### config.mk
export PLATFORM = sky130hd
export DESIGN_NAME = arwc_front
export DESIGN_NICKNAME = d
export VERILOG_FILES = /design/src/hw/rtl/anti_replay_window_check_macros.svh /design/src/hw/rtl/arwc_pkg.sv /design/src/hw/rtl/arwc_front.sv
export SDC_FILE = /design/constraint.sdc
export NUM_CORES = 1
export LEC_CHECK = 0
export BUFFER_PORTS_ARGS = -buffer_cell sky130_fd_sc_hd__buf_2
export CAP_MARGIN = 20
export CORE_AREA = 2 2 65 67
export DETAILED_ROUTE_END_ITERATION = 7
export DIE_AREA = 0 0 67 69
export PLACE_DENSITY = 0.62
export SLEW_MARGIN = 20
export SYNTH_ARGS = -nofsm -noshare
export SYNTH_HDL_FRONTEND = slang
export SYNTH_SLANG_ARGS = --single-unit
### constraint.sdc
create_clock -name vclk -period 1.1
set_input_delay 0.275 -clock vclk [all_inputs]
set_output_delay 0.275 -clock vclk [all_outputs]
set_load 0.01 [all_outputs]
### src/hw/rtl/anti_replay_window_check_macros.svh
// ----------------------------------------------------------------------------
// Anti-replay window check: assertion macros
// Concurrent assertion wrappers used by the back-end RTL file (arwc_back).
// ----------------------------------------------------------------------------
`ifndef ANTI_REPLAY_WINDOW_CHECK_MACROS_SVH
`define ANTI_REPLAY_WINDOW_CHECK_MACROS_SVH

`ifndef NO_ASSERTIONS
// Checked outside reset
`define ARWC_ASSERT(label, clk, rst, prop, msg) \
   label: assert property (@(posedge clk) disable iff (rst) prop) else $error(msg);
// Checked on every edge, reset included
`define ARWC_ASSERT_ALWAYS(label, clk, prop, msg) \
   label: assert property (@(posedge clk) prop) else $error(msg);
`else
`define ARWC_ASSERT(label, clk, rst, prop, msg)
`define ARWC_ASSERT_ALWAYS(label, clk, prop, msg)
`endif

`endif

### src/hw/rtl/arwc_pkg.sv
// ----------------------------------------------------------------------------
// Anti-replay window check package
// Sizes, verdict codes and the types passed between the front, queue and back.
// ----------------------------------------------------------------------------
`default_nettype none

package arwc_pkg;

   // Table geometry (LANES is a power of two)
   localparam int SESSIONS     = 256;
   localparam int LANES        = 16;
   localparam int LANE_SHIFT   = 48;
   localparam int WINDOW_WORDS = 4;

   // Field widths of the streams
   localparam int SESSION_W = 32;
   localparam int RAW_W     = 64;
   localparam int VERDICT_W = 2;
   localparam int LANE_W    = 4;
   localparam int COUNT_W   = 48;

   // Derived sizes
   localparam int SESSION_BITS = $clog2(SESSIONS);
   localparam int LANE_BITS    = (LANES > 1) ? $clog2(LANES) : 1;
   localparam int PAIRS        = SESSIONS * LANES;
   localparam int PAIR_BITS    = $clog2(PAIRS);
   localparam int SEQ_W        = LANE_SHIFT;
   localparam int WINDOW_BITS  = WINDOW_WORDS * 64;
   localparam int DIST_BITS    = $clog2(WINDOW_BITS);

   // Decoupling queue
   localparam int QDEPTH    = 2;
   localparam int QPTR_BITS = $clog2(QDEPTH);
   localparam int QCNT_BITS = $clog2(QDEPTH + 1);

   // Stream packing
   localparam int REQ_DATA_W = ((SESSION_W + RAW_W + 7) / 8) * 8;
   localparam int RSP_DATA_W = ((VERDICT_W + LANE_W + COUNT_W + 7) / 8) * 8;

   typedef enum logic [VERDICT_W-1:0] {
      VERDICT_ACCEPT  = 2'd0,
      VERDICT_REPLAY  = 2'd1,
      VERDICT_AUTH    = 2'd2,
      VERDICT_INVALID = 2'd3
   } verdict_type;

   // Classified item as queued between front and back
   typedef struct packed {
      logic                 session_ok;
      logic                 auth_ok;
      logic [PAIR_BITS-1:0] pair;
      logic [LANE_BITS-1:0] lane;
      logic [SEQ_W-1:0]     seq;
   } item_type;

   // Per-pair state word held in the table memory
   typedef struct packed {
      logic [SEQ_W-1:0]       highest;
      logic [WINDOW_BITS-1:0] seen;
   } pair_state_type;

endpackage

`default_nettype wire

### src/hw/rtl/arwc_front.sv
// ----------------------------------------------------------------------------
// Anti-replay front end
// Accepts request items, decodes lane and count and classifies the session.
// ----------------------------------------------------------------------------
`default_nettype none

module arwc_front
   import arwc_pkg::*;
(
   input  wire logic                  req_tvalid,
   output logic                       req_tready,
   input  wire logic [REQ_DATA_W-1:0] req_tdata,   // session_number, raw_sequence
   input  wire logic                  req_tuser,   // auth_ok
   input  wire logic                  clearing,
   input  wire logic                  queue_full,
   output logic                       push,
   output item_type                   push_item
);

   logic [SESSION_W-1:0] session;
   logic [RAW_W-1:0]     raw;

   assign session = req_tdata[SESSION_W-1:0];
   assign raw     = req_tdata[SESSION_W +: RAW_W];

   // No intake while the table is being cleared or the queue is full
   assign req_tready = !queue_full && !clearing;
   assign push       = req_tvalid && req_tready;

   // Decode and classify
   always_comb begin
      push_item.session_ok = (session != '0) && (session < SESSION_W'(SESSIONS));
      push_item.auth_ok    = req_tuser;
      push_item.lane       = raw[LANE_SHIFT +: LANE_BITS];
      push_item.seq        = raw[SEQ_W-1:0];
      push_item.pair       = {session[SESSION_BITS-1:0], raw[LANE_SHIFT +: LANE_BITS]};
   end

endmodule

`default_nettype wire

## Word level (Yosys, flattened, before mapping)

Cells that the tools add are included.

- Output and inout bits: 68
- Logic and storage cells: 7
- Flip-flop bits (word level): 0
- Input port bits: 100

- Reductions and logical operators: 6
- $lt $le $gt $ge: 1

Operator list:

| kind | count |
|---|---|
| 32-bit by 9-bit < comparator with 1-bit output (second input constant) | 1 |
| 32-bit nonzero test | 1 |
| 1-bit logical AND | 3 |
| 1-bit zero test | 2 |

## Depth between registers and ports, before layout

- Depth in word-level cells: 3
- Depth in mapped cells: 3
- Gate-level depth less buffers: 3

## Worst setup path after synthesis

No wires, ideal clock.

- Path type: in2out
- From: input req_tdata[14]
- To: output push_item[65] (netlist bit)
- Data required time: 0.825 ns
- Cell stages on the path: 3
- Slack: -0.160 ns
- Path buffers: 0
- Data arrival time: 0.985 ns
- Cell sequence: nor4_2 > nand4_1 > a211oi_1

RTL lines:

| element | line | text |
|---|---|---|
| from (decl) | arwc_front.sv:12 | `input wire logic [REQ_DATA_W-1:0] req_tdata,` |
| to (decl) | arwc_front.sv:17 | `output item_type push_item` |

==> results.yml <==
power:
  cellLeakagePower_nw: 0.2148
  p_per_area_nw_per_um2: 270.3
  vdd_ir_drop_max_v: 0.00005528
  p_total_mw: 0.1238
logic_synthesis:
  synth_area_leader_cell: "buf_4"
  synth_cells: 78
  per_instance_average_area_after_synthesis_um2: 7.571
  synth_area_um2: 590.6
  synth-warning-count: 0
  synth-seq-area-share_pct: 0
  syn_nets: 178
  post-synth-top-area-fraction_pct: 82.63
  yosys-top-cells-area: "buf_4 83%, nor4_2 8.5%, nor4_1 4.2%"
  ys_types: 8
sta:
  final.period_utilization_pct: 123.9
  timing.slew.headroom_pct: 79.68
  fmax_mhz: 733.6
  final.setup.worst_slack_ns: -0.2631
  totalNegativeSetupSlack_ns: -0.2631
  timing_worst_slew_pin_value_ns: 0.3020
  setup_viol_count_final: 1
  layout_min_cycle_time_ns: 1.363
  timing.final.max_slew_violations: 0
  worst_hold_slack_ns: 0.5500
  rsz0062_at_grt: "true"
  hold_viol: 0
routing:
  antenna_left: 0
  total_length_of_routed_met3_wires_um: 277
  detailedRoute.firstPassIterationCount: 1
  viasPerCell: 3.486
  initialDrtViolationCount: 0
  vias: 387
  finalWirelength_mm: 1.249
  wl_met2_um: 560
  post_drt_wl_per_cell_um: 11.25
  drc: 0
  drt-met1-wl_um: 281
  top_layer_in_use: "met4"
finish:
  layout_commonest_cell: "buf_2"
  layout.nets: 163
  seq_cell_count: 0
  fillCellCount: 473
  num-clock-buffers: 0
  layout.cells.most_common_list: "44 x buf_2, 4 x nor4_2"
  n_antenna_cell: 0
  sequential_standard_cell_area_um2: 0
  utilization_pct: 11.70
  area_growth_syn_to_layout_pct: -22.46
  final_area_um2: 457.9
  share_of_cells_above_drive_strength_1_pct: 90.16
  area_of_combinational_cells_with_multiple_inputs_um2: 137.6
setup_path:
  critical_path.max_fanout: 1
  crit_path_frequent_cell: "buf_2"
  crit_chain: "buf_2 -> nor4_2 -> nand2_1 -> a211oi_2 -> buf_2"
  timing.critical_path.required_ns: 0.82
  crit_path_top_delay_cell: "nor4_2"
  cp_num_buf_inv: 2
  crit_path_start_kind: "input pin"
  cpLargestDelayFamily: "simple AND/OR/NAND/NOR gates"
  critPathKind: "in2out"
  endpoint_kind: "primary output"
  timing.critical_path.arrival_ns: 1.09
  critical_path.max_stage_delay_ns: 0.25
floorplanning:
  die_width_um: 67
  start_util_pct: 15.09
  die_y_um: 69
  pin_count: 168
  core_um2: 3914
  die_area_um2: 4623
  num_rows: 23
hold_path:
  hold_path_end: "push_item[47]"
  hp-class: "in2out"
  min-delay-start: "req_tdata[79]"
  holdPathStages: 0
global_routing:
  grt_max_degree: 3
  globalRouteOverflowTotal: 0
  vias_in_the_first_global_route: 364
  grt_usage_pct: 4.544
  antenna_found_initial: 0
  wire_length_of_the_first_global_routing_pass_mm: 1.635
clocking:
  cts_setup_buffers: 0
  holdBufCountCts: 0
run:
  maxCapViolations: 0
placement:
  port_buffer_cells: 46
  gpl.final_weighted_congestion: 0.5782
  dpl_cell_area_um2: 445.4
run_status:
  run_status: "complete, but fails checks"
  failed_checks: "setup timing"
-- metrics by stage --
stage               setup slack, ns  cells
detailed placement          -0.2939    111
CTS                         -0.2978    111
global route                -0.3274    111
finish                      -0.2631    111
floorplan                  -0.03782     78
global placement            -0.2731    111
-- routing by layer --
layer,vias up,global-route usage (%)
li1,157,-
met2,64,7.371
met1,142,3.150
met3,24,2.773
met5,-,0
met4,0,5.215
-- cell type report --
class              count  area share (%)
multi-input cells     13           30.05
repair buffers        48           56.28
well taps             50           13.66
-- repair_timing --
item / in CTS / in global routing
resized for setup: 0 / 2
hold endpoints to repair: 0 / 0
pin swaps: 0 / 2
gates cloned: 0 / 0
endpoints found under the setup margin: 1 / 1
-- kinds of logic (layout without fill, tap and decap cells) --
family	after synthesis	after routing	synth area share, %
AOI/OAI and AO/OA	1	1	1.272
buffers and inverters	65	48	82.63
and+or+nand+nor	12	12	16.10
-- worst max-delay path by stage --
stage / start / depth (start not counted) / end / slack (ns)
3_3_place_gp: req_tdata[27] / 5 / push_item[65] / -0.27
3_5_place_dp: req_tdata[21] / 5 / push_item[65] / -0.29
5_1_grt: req_tdata[21] / 5 / push_item[65] / -0.33
6_report: req_tdata[21] / 5 / push_item[65] / -0.26
2_1_floorplan: req_tdata[27] / 3 / push_item[65] / -0.04
4_1_cts: req_tdata[21] / 5 / push_item[65] / -0.30
-- synth_stat cells --
master / count
a211oi_1: 1
and2_1: 1
buf_4: 65
nor4_1: 4
nand2_1: 1
nor2_1: 1
nor4_2: 4
nand4_1: 1
-- where the power goes --
part	leakage, nW	internal, mW	switching, mW	total (mW)
logic	0.215	0.0717	0.0521	0.124
registers	0	0	0	0
clock network	0	0	0	0
total	0.215	0.0717	0.0521	0.124
Note: power is estimated with default switching activity, not from simulation.
