--- config.mk ---
export PLATFORM = sky130hd
export DESIGN_NAME = arwc_queue
export DESIGN_NICKNAME = d
export VERILOG_FILES = /design/src/hw/rtl/anti_replay_window_check_macros.svh /design/src/hw/rtl/arwc_pkg.sv /design/src/hw/rtl/arwc_queue.sv
export SDC_FILE = /design/constraint.sdc
export NUM_CORES = 1
export LEC_CHECK = 0
export ABC_CLOCK_PERIOD_IN_PS = 5150
export BUFFER_PORTS_ARGS = -buffer_cell sky130_fd_sc_hd__clkbuf_2
export CORE_ASPECT_RATIO = 0.75
export CORE_MARGIN = 4
export CORE_UTILIZATION = 30
export DETAILED_ROUTE_END_ITERATION = 10
export PLACE_DENSITY = 0.47
export SLEW_MARGIN = 20
export SYNTH_ARGS = -nofsm -noshare
export SYNTH_HDL_FRONTEND = slang
export SYNTH_SLANG_ARGS = --single-unit
--- constraint.sdc ---
create_clock -name clock -period 5.15 [get_ports clock]
set_input_delay 0.2575 -clock clock [delete_from_list [all_inputs] [get_ports clock]]
set_output_delay 0.2575 -clock clock [all_outputs]
set_load 0.02 [all_outputs]
--- src/hw/rtl/anti_replay_window_check_macros.svh ---
// ----------------------------------------------------------------------------
// Anti-replay window check: assertion macros
// Concurrent assertion wrappers used by the back-end RTL file (arwc_back).
// ----------------------------------------------------------------------------
`ifndef ANTI_REPLAY_WINDOW_CHECK_MACROS_SVH
`define ANTI_REPLAY_WINDOW_CHECK_MACROS_SVH

`ifndef NO_ASSERTIONS
// Checked outside reset
`define ARWC_ASSERT(label, clk, rst, prop, msg) \
   label: assert property (@(posedge clk) disable iff (rst) prop) else $error(msg);
// Checked on every edge, reset included
`define ARWC_ASSERT_ALWAYS(label, clk, prop, msg) \
   label: assert property (@(posedge clk) prop) else $error(msg);
`else
`define ARWC_ASSERT(label, clk, rst, prop, msg)
`define ARWC_ASSERT_ALWAYS(label, clk, prop, msg)
`endif

`endif

--- src/hw/rtl/arwc_pkg.sv ---
// ----------------------------------------------------------------------------
// Anti-replay window check package
// Sizes, verdict codes and the types passed between the front, queue and back.
// ----------------------------------------------------------------------------
`default_nettype none

package arwc_pkg;

   // Table geometry (LANES is a power of two)
   localparam int SESSIONS     = 256;
   localparam int LANES        = 16;
   localparam int LANE_SHIFT   = 48;
   localparam int WINDOW_WORDS = 4;

   // Field widths of the streams
   localparam int SESSION_W = 32;
   localparam int RAW_W     = 64;
   localparam int VERDICT_W = 2;
   localparam int LANE_W    = 4;
   localparam int COUNT_W   = 48;

   // Derived sizes
   localparam int SESSION_BITS = $clog2(SESSIONS);
   localparam int LANE_BITS    = (LANES > 1) ? $clog2(LANES) : 1;
   localparam int PAIRS        = SESSIONS * LANES;
   localparam int PAIR_BITS    = $clog2(PAIRS);
   localparam int SEQ_W        = LANE_SHIFT;
   localparam int WINDOW_BITS  = WINDOW_WORDS * 64;
   localparam int DIST_BITS    = $clog2(WINDOW_BITS);

   // Decoupling queue
   localparam int QDEPTH    = 2;
   localparam int QPTR_BITS = $clog2(QDEPTH);
   localparam int QCNT_BITS = $clog2(QDEPTH + 1);

   // Stream packing
   localparam int REQ_DATA_W = ((SESSION_W + RAW_W + 7) / 8) * 8;
   localparam int RSP_DATA_W = ((VERDICT_W + LANE_W + COUNT_W + 7) / 8) * 8;

   typedef enum logic [VERDICT_W-1:0] {
      VERDICT_ACCEPT  = 2'd0,
      VERDICT_REPLAY  = 2'd1,
      VERDICT_AUTH    = 2'd2,
      VERDICT_INVALID = 2'd3
   } verdict_type;

   // Classified item as queued between front and back
   typedef struct packed {
      logic                 session_ok;
      logic                 auth_ok;
      logic [PAIR_BITS-1:0] pair;
      logic [LANE_BITS-1:0] lane;
      logic [SEQ_W-1:0]     seq;
   } item_type;

   // Per-pair state word held in the table memory
   typedef struct packed {
      logic [SEQ_W-1:0]       highest;
      logic [WINDOW_BITS-1:0] seen;
   } pair_state_type;

endpackage

`default_nettype wire

--- src/hw/rtl/arwc_queue.sv ---
// ----------------------------------------------------------------------------
// Anti-replay item queue
// Short FIFO of classified items between the front end and the back end.
// ----------------------------------------------------------------------------
`default_nettype none

module arwc_queue
   import arwc_pkg::*;
(
   input  wire logic     clock,
   input  wire logic     reset,
   input  wire logic     push,
   input  wire item_type push_item,
   input  wire logic     pop,
   output item_type      head_item,
   output logic          full,
   output logic          empty
);

   item_type               entry_ff [QDEPTH];
   logic [QPTR_BITS-1:0]   wr_ptr_ff, wr_ptr_in;
   logic [QPTR_BITS-1:0]   rd_ptr_ff, rd_ptr_in;
   logic [QCNT_BITS-1:0]   count_ff, count_in;

   assign full      = (count_ff == QCNT_BITS'(QDEPTH));
   assign empty     = (count_ff == '0);
   assign head_item = entry_ff[rd_ptr_ff];

   // Pointer and fill updates
   always_comb begin
      wr_ptr_in = wr_ptr_ff;
      rd_ptr_in = rd_ptr_ff;
      count_in  = count_ff;
      if (push) begin
         wr_ptr_in = (wr_ptr_ff == QPTR_BITS'(QDEPTH - 1)) ? '0 : wr_ptr_ff + 1'b1;
      end
      if (pop) begin
         rd_ptr_in = (rd_ptr_ff == QPTR_BITS'(QDEPTH - 1)) ? '0 : rd_ptr_ff + 1'b1;
      end
      if (push && !pop) begin
         count_in = count_ff + 1'b1;
      end else if (pop && !push) begin
         count_in = count_ff - 1'b1;
      end
   end

   always_ff @(posedge clock) begin
      if (reset) begin
         wr_ptr_ff <= '0;
         rd_ptr_ff <= '0;
         count_ff  <= '0;
      end else begin
         wr_ptr_ff <= wr_ptr_in;
         rd_ptr_ff <= rd_ptr_in;
         count_ff  <= count_in;
      end
   end

   // Payload storage
   always_ff @(posedge clock) begin
      if (push) begin
         entry_ff[wr_ptr_ff] <= push_item;
      end
   end

endmodule

`default_nettype wire

Word-level counts from Yosys, hierarchy flattened:

Memory sizes are Yosys's and may differ from the RTL's. A register that Yosys moved wholly into a read port is not among the register bits.
Cells that the tools add are included.

* flip-flop bits (word level): 4
* bits in writable memories: 132
* output and inout bits: 68
* memories kept: 1

Memories
* entry_ff: depth 2, width 66, rd ports 1, clocked after Yosys merged registers in 1, write ports 1, line arwc_queue.sv:20 `item_type entry_ff [QDEPTH];`

* add/sub/neg operators: 4
* equality and inequality tests: 1
* muxes and demuxes: 8
* reductions and logical operators: 6

Operators by type and width (number)
* 2-to-1 mux 1 bit: 6
* 2-to-1 mux 2 bit: 2
* adder 1 bit, second input constant: 2
* adder 2 x 1 -> 2 bit, second input constant: 1
* equality test 2 bit, second input constant: 1
* logical AND 1 bit: 2
* logical NOT 1 bit: 2
* logical NOT 2 bit: 1
* nonzero test 2 bit: 1
* subtractor 2 x 1 -> 2 bit, second input constant: 1

Longest topological paths before layout:

* depth in word-level cells: 4
* depth in mapped cells: 5
* depth with buffers taken out: 5

Least setup slack after synthesis:

Ideal clock, no wire load.

* kind: reg2reg
* from: register wr_ptr_ff
* to: memory entry_ff[0][0] (netlist name) (enable)
* library setup time: 0.498 ns
* arrival: 3.261 ns
* setup slack: 1.391 ns
* stages on the path, launching flop included: 2
* buffers on the path: 0
* cells stage by stage: dfxtp_1 -> nor2b_1

RTL lines
* start: declaration: line arwc_queue.sv:21 `logic [QPTR_BITS-1:0] wr_ptr_ff, wr_ptr_in;`
* start signal: assignment: line arwc_queue.sv:53 `wr_ptr_ff <= wr_ptr_in;`
* end: declaration: line arwc_queue.sv:20

Straight into the memory's write port.

==> key figures <==
Cells and area
  • Finished Cell Area: 0.00654 mm²
  • Finished Core Util: 40.5%
  • Fillers: 1,473
  • Nets: 448
  • Layout cell share with drive strength beyond 1: 60.3%
  • Ant diodes: 0
  • P&R area growth vs syn: 31.4%

CTS
  • H-tree levels: 4
  • Root Driver: clkbuf_16
  • PostCTS Resize Cnt: 0
  • Hold buffers post-CTS: 0
  • Total CTS buffers: 17
  • CTS tree: yes
  • Clock sink count: 137
  • CTS max path bufs: 2
  • Clk Latency, worst-skew pair: 410 ps
  • CTS clock-pin slew for the worst setup and hold paths: 60 ps
  • # Post-CTS Setup Buffers: 0

Worst setup path
  • Worst Setup End Kind: output port
  • Critical path type: flop to output port
  • FF-to-FF path depth: 2
  • Critical Path AT: 1990 ps
  • Req. time, crit path: 4890 ps
  • Reg2reg start: wr_ptr_ff
  • CP max FO: 66
  • Type of origin of the critical path: flop

STA
  • Final worst-path setup slack: 2910 ps
  • Pins Over Slew Limit: 0
  • TNS Setup: 0 ps
  • Final Critical Period: 2240 ps
  • Fin crit share: 43.5%
  • Hold Vio Cnt, Final: 0
  • Highest Clock Rate: 446 MHz
  • Endpoints failing setup: 0
  • Slew Limit Headroom: 36.4%
  • RSZ-0062 raised after global routing: false
  • Tightest Pin Transition: 953 ps
  • Clock skew: 4.99 ps

Synth
  • Synth Flop Type: edfxtp_1
  • Netlist cell types: 17
  • Yosys Warn Count: 0
  • Area contributors post-synth: edfxtp_1 (80%), mux2_2 (15%), dfxtp_1 (2.0%)
  • Async SR Flop Fraction: 0%
  • Post-Synth XOR/XNOR Area: 0.704%
  • Largest family of logic cells by synthesized area: multiplexers
  • Complex-gate fraction of the synthesized area: 0.201%
  • Mapped Cells: 227
  • Synth cell count leaders: edfxtp_1 (132), mux2_2 (66), dfxtp_1 (5), nor2_1 (5), buf_6 (4)
  • Syn Nets: 298
  • Biggest area consumer among synthesized cells: edfxtp_1
  • Synth Area in Simple Gates: 0.930%
  • Most numerous cell in the Yosys netlist: edfxtp_1
  • Synth top area share: 79.6%
  • Post-synthesis sequential area ratio: 81.6%
  • Cell Area, Synth: 0.00498 mm²
  • Post-synthesis mux area share: 14.9%
  • Adder-cell area share of the yosys netlist: 0.251%
  • Number of synthesized flops with an enable pin: 132
  • Synthesized area per cell: 21.9 µm²
  • Flops & latches, synth: 137

Power and ir drop
  • VDD IR max: 0.220 mV
  • Leakage: 0.00247 µW
  • Pwr dens: 454 mW/mm²

Placed design
  • Placed Area: 0.00588 mm²
  • Setup WS pre-CTS: 2970 ps
  • Placer Congestion: 0.690
  • I/O Buffers: 137
  • Dpl hpwl: 6030 µm

Floorplan
  • Core area: 0.0162 mm²
  • Num rows: 40
  • I/O pin count: 138
  • Die ar.: 0.0187 mm²
  • Die Width: 157 µm
  • Die Y: 120 µm
  • Starting density of the core: 30.8%

GRT
  • Initial antenna violation count: 0
  • Met2 usage: 15.2%
  • Number of global-route vias before repair: 2,727
  • Met1 Usage GRT: 12.5%
  • First-pass GRT wire length: 14,500 µm
  • Grt total ovfl: 0
  • GRT Overall Usage: 10.5%
  • Grt peak-use layer: met2
  • Largest net degree at the start of global routing: 67
  • Grt met3 use: 6.38%

Drt
  • Routed len/inst: 15.7 µm
  • Residual DRC: 0
  • TritonRoute pass-1 iters: 4
  • Detail Route Antenna Nets: 0
  • DR iter-0 viols: 179
  • DR vias/cell: 4.21
  • Vias: 2,527
  • Final wirelength: 9430 µm

Hold path
  • Min-delay src: push_item[65]
  • Worst Hold Class: input pin to flop
  • Worst hold path depth: 1

Flow run
  • Number of max-cap violations: 0

Run status
  • Outcome: complete, no violations
[state kept, by name, summed over array words and instances (netlist names), named ones only]
register	flops
rd_ptr_ff	1
count_ff	2
wr_ptr_ff	1
entry_ff	132
[routing by layer]
metal	vias to the layer above	wire length [µm]
met2	104	4290
met3	12	1120
met1	1215	3880
met5	-	0
met4	0	141
li1	1196	-
[through the flow]
stage,instances,hold slack (ps),total power [µW]
finish,600,38.9,2970
global route,600,14.8,3100
CTS,600,9.75,3020
detailed placement,568,450,1660
global placement,568,446,1660
floorplan,227,327,1540
[cells by family (layout without fill, tap and decap cells)]
family | after synthesis | in the layout
compound gates | 2 | 2
xor+xnor | 4 | 4
mux | 66 | 66
buf+inv | 8 | 171
fa+ha+maj | 1 | 1
simple gates | 9 | 9
flops | 137 | 137
[power by group]
| part | switching, µW | total [µW] | internal [µW] |
|---|---|---|---|
| Combinational | 171 | 293 | 122 |
| Sequential | 35.3 | 1340 | 1300 |
| Clock | 434 | 1340 | 908 |
[critical path, cell delays in order, from the launching register on]
cell and delay (ps):
dfxtp_4 960, mux2_2 420, clkbuf_2 170
[placed cells by master (no fill, tap or decap), types with 2 or more instances in the layout]
master / synthesis / routed
bufinv_16: 0 / 6
xnor2_1: 2 / 2
edfxtp_1: 132 / 132
clkinv_1: 0 / 2
mux2_2: 66 / 66
clkbuf_2: 0 / 137
clkbuf_16: 0 / 17
clkinv_4: 0 / 2
clkbuf_1: 0 / 3
nor2_1: 5 / 5
dfxtp_1: 5 / 4
xor2_1: 2 / 2
[area by class of cell]
cell class | count | area, µm² | area share (%)
Sequential cell | 137 | 4070 | 62.2
Multi-Input combinational cell | 82 | 857 | 13.1
Timing Repair Buffer | 138 | 693 | 10.6
Clock buffer | 20 | 437 | 6.67
Tap cell | 210 | 263 | 4.02
Clock inverter | 12 | 221 | 3.38
Inverter | 1 | 3.75 | 0.0574
[final timing paths]
path                            slack, ps         endpoint
worst max-delay path                 2910     head_item[8]
worst min-delay path                   40  entry_ff[1][65]
worst max register to register       3110  entry_ff[0][45]
worst min register to register        500      count_ff[1]
(Power assumes the default switching activity.)
